===== src/hw/rtl/rih_pkg.sv =====
// ----------------------------------------------------------------------------
// rih_pkg
// Shared types, codes, seeds and the byte-fold function of the resource id
// hasher (64-bit FNV-1a over path bytes and derived/duplicate source words).
// ----------------------------------------------------------------------------
package rih_pkg;

    // default command queue depth and the fixed result queue depth
    localparam int unsigned CMD_DEPTH_DEF = 4;
    localparam int unsigned RES_DEPTH     = 2;

    // operation and result-kind codes
    typedef logic [1:0] t_op;
    localparam t_op OP_PATH  = 2'd0;
    localparam t_op OP_DERIV = 2'd1;
    localparam t_op OP_DUP   = 2'd2;

    localparam t_op KIND_PATH  = 2'd0;
    localparam t_op KIND_DERIV = 2'd1;
    localparam t_op KIND_DUP   = 2'd2;

    // hash seeds
    localparam logic [63:0] SEED_A     = 64'hcbf29ce484222325;
    localparam logic [63:0] SEED_B     = 64'h9e3779b97f4a7c15;
    localparam logic [63:0] SEED_DERIV = 64'h2545f4914f6cdd1d;
    localparam logic [63:0] SEED_DUP   = 64'h8ebc6af09c88c6e3;

    // the walk takes 16 byte steps: source id and tag, then four zero bytes
    localparam int unsigned WALK_STEPS = 16;

    // classified word from the front to the back
    typedef struct packed {
        t_op         op;
        logic [7:0]  path_byte;
        logic        present;
        logic        last;
        logic [63:0] source_id;
        logic [31:0] tag;
    } t_cmd;

    // one result word
    typedef struct packed {
        logic [63:0] primary;
        logic [63:0] secondary;
        t_op         kind;
    } t_res;

    // xor the byte, then multiply by the fnv prime 2^40 + 0x1b3 mod 2^64;
    // 0x1b3 has bits 8, 7, 5, 4, 1 and 0 set
    function automatic logic [63:0] fold_byte(input logic [63:0] acc,
                                              input logic [7:0]  data);
        logic [63:0] x;
        x = acc ^ {56'd0, data};
        return (x << 40) + (x << 8) + (x << 7) + (x << 5) + (x << 4) + (x << 1) + x;
    endfunction

    // a hash of zero is reported as one
    function automatic logic [63:0] never_zero(input logic [63:0] v);
        return (v == 64'd0) ? 64'd1 : v;
    endfunction

endpackage


===== src/hw/rtl/resource_id_hasher.sv =====
// ----------------------------------------------------------------------------
// resource_id_hasher
// 64-bit FNV-1a resource identities: a pair of path hashes (two seeds) built
// byte by byte, and derived/duplicate ids from a source id and a 32-bit tag.
//
//   channel  | handshake        | fields
//   ---------+------------------+-------------------------------------------
//   input    | push / full      | operation, path_byte, byte_present,
//            |                  | last_byte, source_id, tag_value
//   result   | empty / pop      | rid_primary, rid_secondary, result_kind
//
// A path byte passes through the hash engine without a walk; a derived or
// duplicate word holds the engine while it is taken and then walked in 16 steps
// of one byte each through the shared fold unit.
// The command queue (CMD_DEPTH words) absorbs input while the engine walks;
// the two-entry result queue lets the engine go on while a result waits.
// Reset is synchronous; both path hashes return to their seeds, queues empty.
// Words that do nothing (no byte, not last, or an undefined operation) are
// accepted and dropped.
// ----------------------------------------------------------------------------
module resource_id_hasher #(
    parameter int unsigned CMD_DEPTH = rih_pkg::CMD_DEPTH_DEF
) (
    input  logic        i_clk,
    input  logic        i_rst_n,
    input  logic        push,
    output logic        full,
    input  logic [1:0]  i_operation,
    input  logic [7:0]  i_path_byte,
    input  logic        i_byte_present,
    input  logic        i_last_byte,
    input  logic [63:0] i_source_id,
    input  logic [31:0] i_tag_value,
    output logic        empty,
    input  logic        pop,
    output logic [63:0] o_rid_primary,
    output logic [63:0] o_rid_secondary,
    output logic [1:0]  o_result_kind
);
    import rih_pkg::*;

    logic w_cmd_valid, w_cmd_ready;
    t_cmd w_cmd;
    logic w_res_push, w_res_full;
    t_res w_res_in, w_res_out;

    // front: classify and queue
    rih_front #(
        .CMD_DEPTH (CMD_DEPTH)
    ) u_front (
        .i_clk          (i_clk),
        .i_rst_n        (i_rst_n),
        .push           (push),
        .full           (full),
        .i_operation    (i_operation),
        .i_path_byte    (i_path_byte),
        .i_byte_present (i_byte_present),
        .i_last_byte    (i_last_byte),
        .i_source_id    (i_source_id),
        .i_tag_value    (i_tag_value),
        .o_cmd_valid    (w_cmd_valid),
        .o_cmd          (w_cmd),
        .i_cmd_ready    (w_cmd_ready)
    );

    // back: hash engine
    rih_back u_back (
        .i_clk       (i_clk),
        .i_rst_n     (i_rst_n),
        .i_cmd_valid (w_cmd_valid),
        .i_cmd       (w_cmd),
        .o_cmd_ready (w_cmd_ready),
        .o_res_push  (w_res_push),
        .o_res       (w_res_in),
        .i_res_full  (w_res_full)
    );

    // result queue
    rih_out u_out (
        .i_clk      (i_clk),
        .i_rst_n    (i_rst_n),
        .i_res_push (w_res_push),
        .i_res      (w_res_in),
        .o_res_full (w_res_full),
        .empty      (empty),
        .pop        (pop),
        .o_res      (w_res_out)
    );

    assign o_rid_primary   = w_res_out.primary;
    assign o_rid_secondary = w_res_out.secondary;
    assign o_result_kind   = w_res_out.kind;

endmodule


===== src/hw/rtl/rih_front.sv =====
// ----------------------------------------------------------------------------
// rih_front
// Accepts input words, drops those that do nothing (idle path elements and
// undefined operations) and queues the rest for the hash engine.
// ----------------------------------------------------------------------------
module rih_front #(
    parameter int unsigned CMD_DEPTH = rih_pkg::CMD_DEPTH_DEF
) (
    input  logic          i_clk,
    input  logic          i_rst_n,
    input  logic          push,
    output logic          full,
    input  logic [1:0]    i_operation,
    input  logic [7:0]    i_path_byte,
    input  logic          i_byte_present,
    input  logic          i_last_byte,
    input  logic [63:0]   i_source_id,
    input  logic [31:0]   i_tag_value,
    output logic          o_cmd_valid,
    output rih_pkg::t_cmd o_cmd,
    input  logic          i_cmd_ready
);
    import rih_pkg::*;

    localparam int unsigned PW = (CMD_DEPTH > 1) ? $clog2(CMD_DEPTH) : 1;
    localparam int unsigned CW = $clog2(CMD_DEPTH + 1);

    t_cmd          r_mem [CMD_DEPTH];
    logic [PW-1:0] r_wr_ptr, n_wr_ptr;
    logic [PW-1:0] r_rd_ptr, n_rd_ptr;
    logic [CW-1:0] r_count, n_count;
    logic          w_acc, w_keep, w_wr, w_rd;
    t_cmd          w_cmd;

    // classify the incoming word
    always_comb begin
        w_keep = 1'b0;
        unique case (i_operation) inside
            OP_PATH:          w_keep = i_byte_present | i_last_byte;
            OP_DERIV, OP_DUP: w_keep = 1'b1;
            default:          w_keep = 1'b0;
        endcase
    end

    assign w_cmd = '{op: i_operation, path_byte: i_path_byte, present: i_byte_present,
                     last: i_last_byte, source_id: i_source_id, tag: i_tag_value};

    assign full        = (r_count == CW'(CMD_DEPTH));
    assign w_acc       = push & ~full;
    assign w_wr        = w_acc & w_keep;
    assign o_cmd_valid = (r_count != '0);
    assign w_rd        = o_cmd_valid & i_cmd_ready;
    assign o_cmd       = r_mem[r_rd_ptr];

    // pointer and fill count update
    always_comb begin
        n_wr_ptr = r_wr_ptr;
        n_rd_ptr = r_rd_ptr;
        n_count  = r_count;
        if (w_wr) begin
            n_wr_ptr = (r_wr_ptr == PW'(CMD_DEPTH - 1)) ? '0 : r_wr_ptr + 1'b1;
        end
        if (w_rd) begin
            n_rd_ptr = (r_rd_ptr == PW'(CMD_DEPTH - 1)) ? '0 : r_rd_ptr + 1'b1;
        end
        if (w_wr && !w_rd) begin
            n_count = r_count + 1'b1;
        end else if (!w_wr && w_rd) begin
            n_count = r_count - 1'b1;
        end
    end

    always_ff @(posedge i_clk) begin
        if (!i_rst_n) begin
            r_wr_ptr <= '0;
            r_rd_ptr <= '0;
            r_count  <= '0;
        end else begin
            r_wr_ptr <= n_wr_ptr;
            r_rd_ptr <= n_rd_ptr;
            r_count  <= n_count;
        end
    end

    // queue storage
    always_ff @(posedge i_clk) begin
        if (w_wr) begin
            r_mem[r_wr_ptr] <= w_cmd;
        end
    end

    // checks
    a_count_bound: assert property (@(posedge i_clk) disable iff (!i_rst_n)
        r_count <= CW'(CMD_DEPTH))
        else $error("command queue over depth");
    a_count_up: assert property (@(posedge i_clk) disable iff (!i_rst_n)
        (w_wr && !w_rd) |=> r_count == $past(r_count) + 1'b1)
        else $error("command queue count did not grow");
    a_drop_idle: assert property (@(posedge i_clk) disable iff (!i_rst_n)
        (w_acc && !w_keep) |=> r_count == $past(r_count) - CW'($past(w_rd)))
        else $error("dropped word entered the queue");

endmodule


===== src/hw/rtl/rih_back.sv =====
// ----------------------------------------------------------------------------
// rih_back
// Hash engine: folds path bytes into the two running hashes, and walks the
// 16 bytes of a derived or duplicate item through the same fold unit.
// ----------------------------------------------------------------------------
module rih_back (
    input  logic          i_clk,
    input  logic          i_rst_n,
    input  logic          i_cmd_valid,
    input  rih_pkg::t_cmd i_cmd,
    output logic          o_cmd_ready,
    output logic          o_res_push,
    output rih_pkg::t_res o_res,
    input  logic          i_res_full
);
    import rih_pkg::*;

    localparam logic ST_IDLE = 1'b0;
    localparam logic ST_WALK = 1'b1;
    localparam int unsigned SW = $clog2(WALK_STEPS);

    logic          r_state, n_state;
    logic [63:0]   r_hash_a, n_hash_a;
    logic [63:0]   r_hash_b, n_hash_b;
    logic [63:0]   r_acc, n_acc;
    logic [127:0]  r_data, n_data;
    logic [SW-1:0] r_step, n_step;
    t_op           r_kind, n_kind;
    logic [63:0]   w_fold_in;
    logic [7:0]    w_fold_byte;
    logic [63:0]   w_fold_a, w_fold_b;
    logic          w_take, w_last_step;

    // shared fold unit: running hash a in idle, the walk accumulator otherwise
    assign w_fold_in   = (r_state == ST_WALK) ? r_acc : r_hash_a;
    assign w_fold_byte = (r_state == ST_WALK) ? r_data[7:0] : i_cmd.path_byte;
    assign w_fold_a    = fold_byte(w_fold_in, w_fold_byte);
    assign w_fold_b    = fold_byte(r_hash_b, i_cmd.path_byte);

    // a path byte that closes nothing never needs result space
    assign o_cmd_ready = (r_state == ST_IDLE) &&
                         ((i_cmd.op == OP_PATH && !i_cmd.last) || !i_res_full);
    assign w_take      = i_cmd_valid & o_cmd_ready;
    assign w_last_step = (r_step == SW'(WALK_STEPS - 1));

    // engine control
    always_comb begin
        n_state    = r_state;
        n_hash_a   = r_hash_a;
        n_hash_b   = r_hash_b;
        n_acc      = r_acc;
        n_data     = r_data;
        n_step     = r_step;
        n_kind     = r_kind;
        o_res_push = 1'b0;
        o_res      = '{primary: never_zero(w_fold_a), secondary: 64'd0, kind: r_kind};
        unique case (r_state)
            ST_IDLE: begin
                if (w_take) begin
                    if (i_cmd.op == OP_PATH) begin
                        if (i_cmd.present) begin
                            n_hash_a = w_fold_a;
                            n_hash_b = w_fold_b;
                        end
                        if (i_cmd.last) begin
                            o_res_push = 1'b1;
                            o_res      = '{primary:   never_zero(n_hash_a),
                                           secondary: never_zero(n_hash_b),
                                           kind:      KIND_PATH};
                            n_hash_a   = SEED_A;
                            n_hash_b   = SEED_B;
                        end
                    end else begin
                        n_acc   = (i_cmd.op == OP_DERIV) ? SEED_DERIV : SEED_DUP;
                        n_data  = {32'd0, i_cmd.tag, i_cmd.source_id};
                        n_step  = '0;
                        n_kind  = (i_cmd.op == OP_DERIV) ? KIND_DERIV : KIND_DUP;
                        n_state = ST_WALK;
                    end
                end
            end
            ST_WALK: begin
                if (!w_last_step) begin
                    n_acc  = w_fold_a;
                    n_data = r_data >> 8;
                    n_step = r_step + 1'b1;
                end else if (!i_res_full) begin
                    o_res_push = 1'b1;
                    n_step     = '0;
                    n_state    = ST_IDLE;
                end
            end
            default: n_state = ST_IDLE;
        endcase
    end

    always_ff @(posedge i_clk) begin
        if (!i_rst_n) begin
            r_state  <= ST_IDLE;
            r_hash_a <= SEED_A;
            r_hash_b <= SEED_B;
            r_step   <= '0;
            r_kind   <= KIND_DERIV;
        end else begin
            r_state  <= n_state;
            r_hash_a <= n_hash_a;
            r_hash_b <= n_hash_b;
            r_step   <= n_step;
            r_kind   <= n_kind;
        end
    end

    // walk payload
    always_ff @(posedge i_clk) begin
        r_acc  <= n_acc;
        r_data <= n_data;
    end

    // checks
    a_walk_blocks: assert property (@(posedge i_clk) disable iff (!i_rst_n)
        (r_state == ST_WALK) |-> !o_cmd_ready)
        else $error("command taken during a walk");
    a_walk_start: assert property (@(posedge i_clk) disable iff (!i_rst_n)
        (w_take && i_cmd.op != OP_PATH) |=> (r_state == ST_WALK && r_step == '0))
        else $error("walk did not start from step zero");
    a_idle_step: assert property (@(posedge i_clk) disable iff (!i_rst_n)
        (r_state == ST_IDLE) |-> (r_step == '0))
        else $error("step counter left over in idle");
    a_no_overflow: assert property (@(posedge i_clk) disable iff (!i_rst_n)
        o_res_push |-> !i_res_full)
        else $error("result pushed into a full queue");

endmodule


===== src/hw/rtl/rih_out.sv =====
// ----------------------------------------------------------------------------
// rih_out
// Two-entry result queue between the hash engine and the consumer.
// ----------------------------------------------------------------------------
module rih_out (
    input  logic          i_clk,
    input  logic          i_rst_n,
    input  logic          i_res_push,
    input  rih_pkg::t_res i_res,
    output logic          o_res_full,
    output logic          empty,
    input  logic          pop,
    output rih_pkg::t_res o_res
);
    import rih_pkg::*;

    localparam int unsigned PW = (RES_DEPTH > 1) ? $clog2(RES_DEPTH) : 1;
    localparam int unsigned CW = $clog2(RES_DEPTH + 1);

    t_res          r_mem [RES_DEPTH];
    logic [PW-1:0] r_wr_ptr, n_wr_ptr;
    logic [PW-1:0] r_rd_ptr, n_rd_ptr;
    logic [CW-1:0] r_count, n_count;
    logic          w_rd;

    assign o_res_full = (r_count == CW'(RES_DEPTH));
    assign empty      = (r_count == '0);
    assign w_rd       = pop & ~empty;
    assign o_res      = r_mem[r_rd_ptr];

    // pointer and fill count update
    always_comb begin
        n_wr_ptr = r_wr_ptr;
        n_rd_ptr = r_rd_ptr;
        n_count  = r_count;
        if (i_res_push) begin
            n_wr_ptr = (r_wr_ptr == PW'(RES_DEPTH - 1)) ? '0 : r_wr_ptr + 1'b1;
        end
        if (w_rd) begin
            n_rd_ptr = (r_rd_ptr == PW'(RES_DEPTH - 1)) ? '0 : r_rd_ptr + 1'b1;
        end
        if (i_res_push && !w_rd) begin
            n_count = r_count + 1'b1;
        end else if (!i_res_push && w_rd) begin
            n_count = r_count - 1'b1;
        end
    end

    always_ff @(posedge i_clk) begin
        if (!i_rst_n) begin
            r_wr_ptr <= '0;
            r_rd_ptr <= '0;
            r_count  <= '0;
        end else begin
            r_wr_ptr <= n_wr_ptr;
            r_rd_ptr <= n_rd_ptr;
            r_count  <= n_count;
        end
    end

    // result storage
    always_ff @(posedge i_clk) begin
        if (i_res_push) begin
            r_mem[r_wr_ptr] <= i_res;
        end
    end

    // checks
    a_count_bound: assert property (@(posedge i_clk) disable iff (!i_rst_n)
        r_count <= CW'(RES_DEPTH))
        else $error("result queue over depth");
    a_head_held: assert property (@(posedge i_clk) disable iff (!i_rst_n)
        (!empty && !pop) |=> $stable(o_res))
        else $error("waiting result changed");
    a_pop_drains: assert property (@(posedge i_clk) disable iff (!i_rst_n)
        (w_rd && !i_res_push) |=> r_count == $past(r_count) - 1'b1)
        else $error("result queue count did not drop");

endmodule

===== config.mk =====
export PLATFORM = sky130hd
export DESIGN_NAME = resource_id_hasher
export DESIGN_NICKNAME = d
export VERILOG_FILES = /design/src/hw/rtl/rih_pkg.sv /design/src/hw/rtl/resource_id_hasher.sv /design/src/hw/rtl/rih_front.sv /design/src/hw/rtl/rih_back.sv /design/src/hw/rtl/rih_out.sv
export SDC_FILE = /design/constraint.sdc
export NUM_CORES = 2
export LEC_CHECK = 0
export BUFFER_PORTS_ARGS = -buffer_cell sky130_fd_sc_hd__buf_2
export CORE_ASPECT_RATIO = 2
export CORE_MARGIN = 4
export CORE_UTILIZATION = 65
export DETAILED_ROUTE_END_ITERATION = 16
export PLACE_DENSITY = 0.83
export REMOVE_ABC_BUFFERS = 1
export SLEW_MARGIN = 20
export SYNTH_ARGS = -nofsm -noshare
export SYNTH_HDL_FRONTEND = slang
export SYNTH_SLANG_ARGS = --single-unit

===== constraint.sdc =====
create_clock -name i_clk -period 28.6 [get_ports i_clk]
set_input_delay 2.86 -clock i_clk [delete_from_list [all_inputs] [get_ports i_clk]]
set_output_delay 2.86 -clock i_clk [all_outputs]
set_load 0.01 [all_outputs]

**Word level (Yosys, flattened, before mapping)**

Memory sizes are Yosys's and may differ from the RTL's. A register that Yosys moved wholly into a read port is not among the register bits.
Cells that the tools add are included.

- Flip-flop bits (word level): 338
- Latch bits: 0
- Bits in writable memories: 692
- Bits in read-only memories: 0
- Input port bits: 112
- Output and inout port bits: 132
- Word-level logic and storage cells: 148
- Memories kept: 2

Memories:

| memory | depth | bits a word | rd ports | clocked after Yosys merged registers in | write ports | line | text |
|---|---|---|---|---|---|---|---|
| u_front.r_mem | 4 | 108 | 1 | 1 | 1 | rih_front.sv:28 | `t_cmd r_mem [CMD_DEPTH];` |
| u_out.r_mem | 2 | 130 | 1 | 1 | 1 | rih_out.sv:20 | `t_res r_mem [RES_DEPTH];` |

- Add/sub/neg operators: 21
- $mul: 0
- Div/mod/pow operators: 0
- $lt $le $gt $ge: 0
- Equality and inequality tests: 12
- Shift-type cells: 0
- Multiplexer cells: 62
- Bitwise operators: 11
- Reduce and logical (&&, ||, !) cells: 27

Operator list:

| kind | count |
|---|---|
| 2-to-1 mux 64 bit | 18 |
| adder 64 bit | 12 |
| 2-to-1 mux 130 bit | 4 |
| 2-to-1 mux 128 bit | 3 |
| case mux 128 bit (2 select lines) | 1 |
| logical NOT 64 bit | 3 |
| case mux 64 bit (2 select lines) | 1 |
| bitwise XOR 64 x 8 -> 64 bit | 2 |
| 2-to-1 mux 1 bit | 17 |
| 2-to-1 mux 4 bit | 4 |
| 2-to-1 mux 2 bit | 7 |
| AND reduction 3 bit | 4 |
| equality test 2 bit (second input constant) | 4 |
| 2-to-1 mux 8 bit | 1 |
| case mux 4 bit (2 select lines) | 1 |
| adder 2 x 1 -> 2 bit (second input constant) | 3 |
| logical AND 1 bit | 6 |
| logical NOT 1 bit | 6 |
| logical NOT 2 bit | 3 |
| 2-to-1 mux 3 bit | 2 |
| inequality test 2 bit (second input constant) | 3 |
| case mux 1 bit (2 select lines) | 3 |
| adder 4 x 1 -> 4 bit (second input constant) | 1 |
| bitwise AND 1 bit | 4 |
| other kinds (14) | 20 |

**Depth between registers and ports, before layout**

- Depth in word-level cells: 18
- Depth in mapped cells: 28
- Gate-level depth less buffers: 24

**By module**

Synthesis repeated with hierarchy kept, for this count alone.

- Cells, all modules: 5158
- Area total of the unflattened synthesis: 62597.5 µm²

By module, submodules not included:

| module | times used | cells each | area an instance (µm²) | sequential area each (µm²) |
|---|---|---|---|---|
| rih_back | 1 | 4114 | 36892.9 | 7507.2 |
| rih_front | 1 | 618 | 16080.4 | 13152.6 |
| rih_out | 1 | 426 | 9624.2 | 7907.6 |

**Least setup slack after synthesis**

Ideal clock, no wire load.

- Kind: flip-flop to flip-flop
- Start point: reg with a tool-made name
- End point: reg u_back.r_acc[0], enable pin
- Setup time: 682 ps
- Data arrival time: 8674 ps
- Required time: 27918 ps
- Setup slack: 19244 ps
- Stages on the path, launching flop included: 9
- Clock period less this slack: 9356 ps
- Cells stage by stage: dfxtp_1 buf_4 mux4_2 nor2_1 a21boi_0 nor3_2 o21ai_0 and2_1 nor2_1

RTL lines:

| what | line | text |
|---|---|---|
| end signal: assignment | rih_back.sv:115 | `r_acc <= n_acc;` |
| end: declaration | rih_back.sv:25 | `logic [63:0] r_acc, n_acc;` |

==> flow_summary.toml <==
[outcome]
status = "completed"

[floorplanning]
die_w_um = 228
fp.coreArea_um2 = 96100
io_pins = 244
die_height_um = 448
start_util_pct = 65.4
rows = 161
die_area_um2 = 102000

[grt]
grt.total_usage_pct = 46.6
grt_first_pass_wirelength_mm = 339
grt_max_degree = 109
grt_pass1_vias = 50100
overflow = 0
antenna_found_initial = 15

[logic_synthesis]
ys_top_cells_by_area = "edfxtp_1, fa_1, dfxtp_1"
yosys_warnings = 0
synth_compound_area_share_pct = 8.85
synth-seq-cells = 1001
synth_top_family_by_area = "adder cells"
yosysMostFrequentCell = "edfxtp_1"
synth.distinct_cells = 91
synth_edf_count = 852
synth-xor-area-share_pct = 2.09
syn_area_um2 = 62800
synth.largest_area_cell = "edfxtp_1"
synth-simple-area-share_pct = 10.1
synthAdderAreaFrac_pct = 20.1
synth_top_area_share_pct = 40.7
syn_inst = 5389
synth_mux_area_share_pct = 7.70
synthArstFlopShare_pct = 0
synth_seq_area_share_pct = 45.5
ys.flop_type = "edfxtp_1"
synth_commonest_cells = "edfxtp_1, inv_1, nand2_1, fa_1, nor2_1"
synth_area_per_cell_um2 = 11.7

[timing]
maxSlewHeadroom_pct = 15.3
fin_crit_ns = 10.34
period_share_pct = 36.2
finalSetupViolations = 0
final.setup_skew_ns = 0.0396
maxSlewViolCount = 0
rsz0062_at_grt = "false"
finalHoldViolations = 0
tightest_slew_ns = 1.27
setup_tns_ns = 0
max_freq_ghz = 0.0967

[routing]
drtIter0Drc = 5538
first_pass_iters = 9
wl_mm = 236
routed_via_density = 6.91
num_vias = 47300
wl_per_cell_um = 34.5
antenna_left = 0
drcViolationCount = 0

[worst_setup_path]
worstSetupPathType = "reg -> reg"
cp_max_fo = 108
critPathArrivalTime_ns = 10.92
critPathCaptureType = "flop"
cp-start-kind = "flop"
required_ns = 29.18

[cts]
clkSlewWorstSetupHoldPaths_ns = 0.07
ctsHoldBuffers = 0
post_cts_resized = 0
cts_root_buf = "clkbuf_16"
cts.sinks = 1001
cts_buffers = 84
post-cts-setup-buffer-count = 0
clk_latency_ns = 0.76
htreeDepth = 3
cts_tree = "done"
clockBufferDepth = 3

[placed_design]
place_congestion = 1.10
hpwlAfterDp_mm = 169
dpl_cell_area_um2 = 65300
portBuffers = 243

[finish]
final_util_pct = 71.1
layout.nets = 6368
area_growth_pct = 8.80
layout-drive-gt1-share_pct = 14.3
stdcell_area_um2 = 68300

[run]
max-cap-violations = 0

[hold_path]
hold_path.class = "reg -> reg"
==> final timing paths <==
check                           slack, ns              from                 end  cells past startpoint
worst max register to register      18.26    u_back.r_state  u_out.r_mem[1][66]                     24
worst min-delay path                 0.49  u_back.r_kind[1]    u_back.r_kind[1]                      2
worst max-delay path                18.26    u_back.r_state  u_out.r_mem[1][66]                     24
worst min register to register       0.49  u_back.r_kind[1]    u_back.r_kind[1]                      2
==> kinds of logic (layout without fill, tap and decap cells) <==
logic type,count (synthesis),count (layout)
DFF,1001,1001
AOI/OAI and AO/OA,850,850
xor gates and xnor gates,150,150
buffers and inverters,953,1176
and+or+nand+nor,1387,1387
muxes,330,330
adders and majority gates,718,718
other,0,11
==> layout make-up <==
class                      instances  area (um^2)
antenna                           11         27.5
clock buffer                     102         2190
clock inverter                    53          693
fill                            6278        27700
inverter                         701         2630
multi-input combinational       3435        30800
sequential                      1001        28600
tap                             1222         1530
timing repair buffer             320         1840
==> worst max-delay path, cell delays in order, from the launching register on <==
cell	delay, ns
dfxtp_4	0.73
buf_12	0.52
buf_4	0.84
nand2_1	0.13
o21ai_1	0.15
buf_4	0.27
xor2_1	0.36
ha_1	0.30
inv_1	0.08
fa_1	0.43
fa_1	0.52
inv_1	0.05
ha_1	0.29
ha_1	0.41
a21oi_1	0.43
o21ai_0	0.21
a22oi_1	0.98
nand3_1	0.63
nand2_1	0.34
xor2_1	0.98
o2111a_1	0.37
or4bb_1	0.40
a22oi_1	0.15
a31oi_1	0.13
nor3_2	0.24
==> metal layers <==
metal  vias to the layer above  wire, um  part of all wire [%]  global-route usage (%)
met5                         -        65                 0.028                       0
met4                        10     34500                    15                    51.3
met3                      1479     20400                   8.7                    11.7
met2                      3621    116000                    49                    78.7
met1                     23000     64700                    27                    43.3
li1                      19200         -                     -                       -
==> sequential cells by signal (all words and copies together), names as in the netlist, named ones only <==
register          flops
u_out.r_count         2
u_back.r_step         4
u_back.r_acc         64
u_out.r_mem         260
u_front.r_rd_ptr      2
u_front.r_wr_ptr      2
u_back.r_state        1
u_back.r_hash_b      64
u_back.r_kind         2
u_back.r_data        96
u_front.r_count       3
u_out.r_wr_ptr        1
u_back.r_hash_a      64
u_out.r_rd_ptr        1
u_front.r_mem       432
==> cell usage in the layout, fill, tap and decap left out, types with 14 or more instances in the layout <==
master / n
a211oi_1: 22
a21o_1: 67
a21oi_1: 239
a22oi_1: 34
a31oi_1: 25
and2_1: 47
and3_1: 25
buf_2: 243
buf_4: 72
clkbuf_1: 16
clkbuf_16: 84
dfxtp_1: 145
edfxtp_1: 852
fa_1: 484
ha_1: 229
inv_1: 699
mux2_2: 167
mux2i_1: 54
mux4_2: 106
nand2_1: 630
nand2b_1: 16
nand3_1: 63
nand4_1: 70
nor2_1: 303
nor2b_1: 16
nor3_1: 60
nor4_1: 28
o2111ai_1: 16
o211ai_1: 77
o21a_1: 22
o21ai_0: 156
o21ai_1: 14
o21bai_1: 18
or2_2: 15
or3_1: 27
or4_1: 19
xnor2_1: 85
xor2_1: 58
==> per-stage QoR <==
step,hold WS [ns],setup slack [ns],instances
floorplan,0.445,12.71,5137
global placement,0.468,18.30,6675
detailed placement,0.471,18.41,6675
CTS,0.489,18.30,6830
global route,0.505,18.15,6841
finish,0.494,18.26,6845
Power is left out: the tool's default activity adds up to more than one toggle a clock period on the data nets, which glitch-free logic cannot reach.
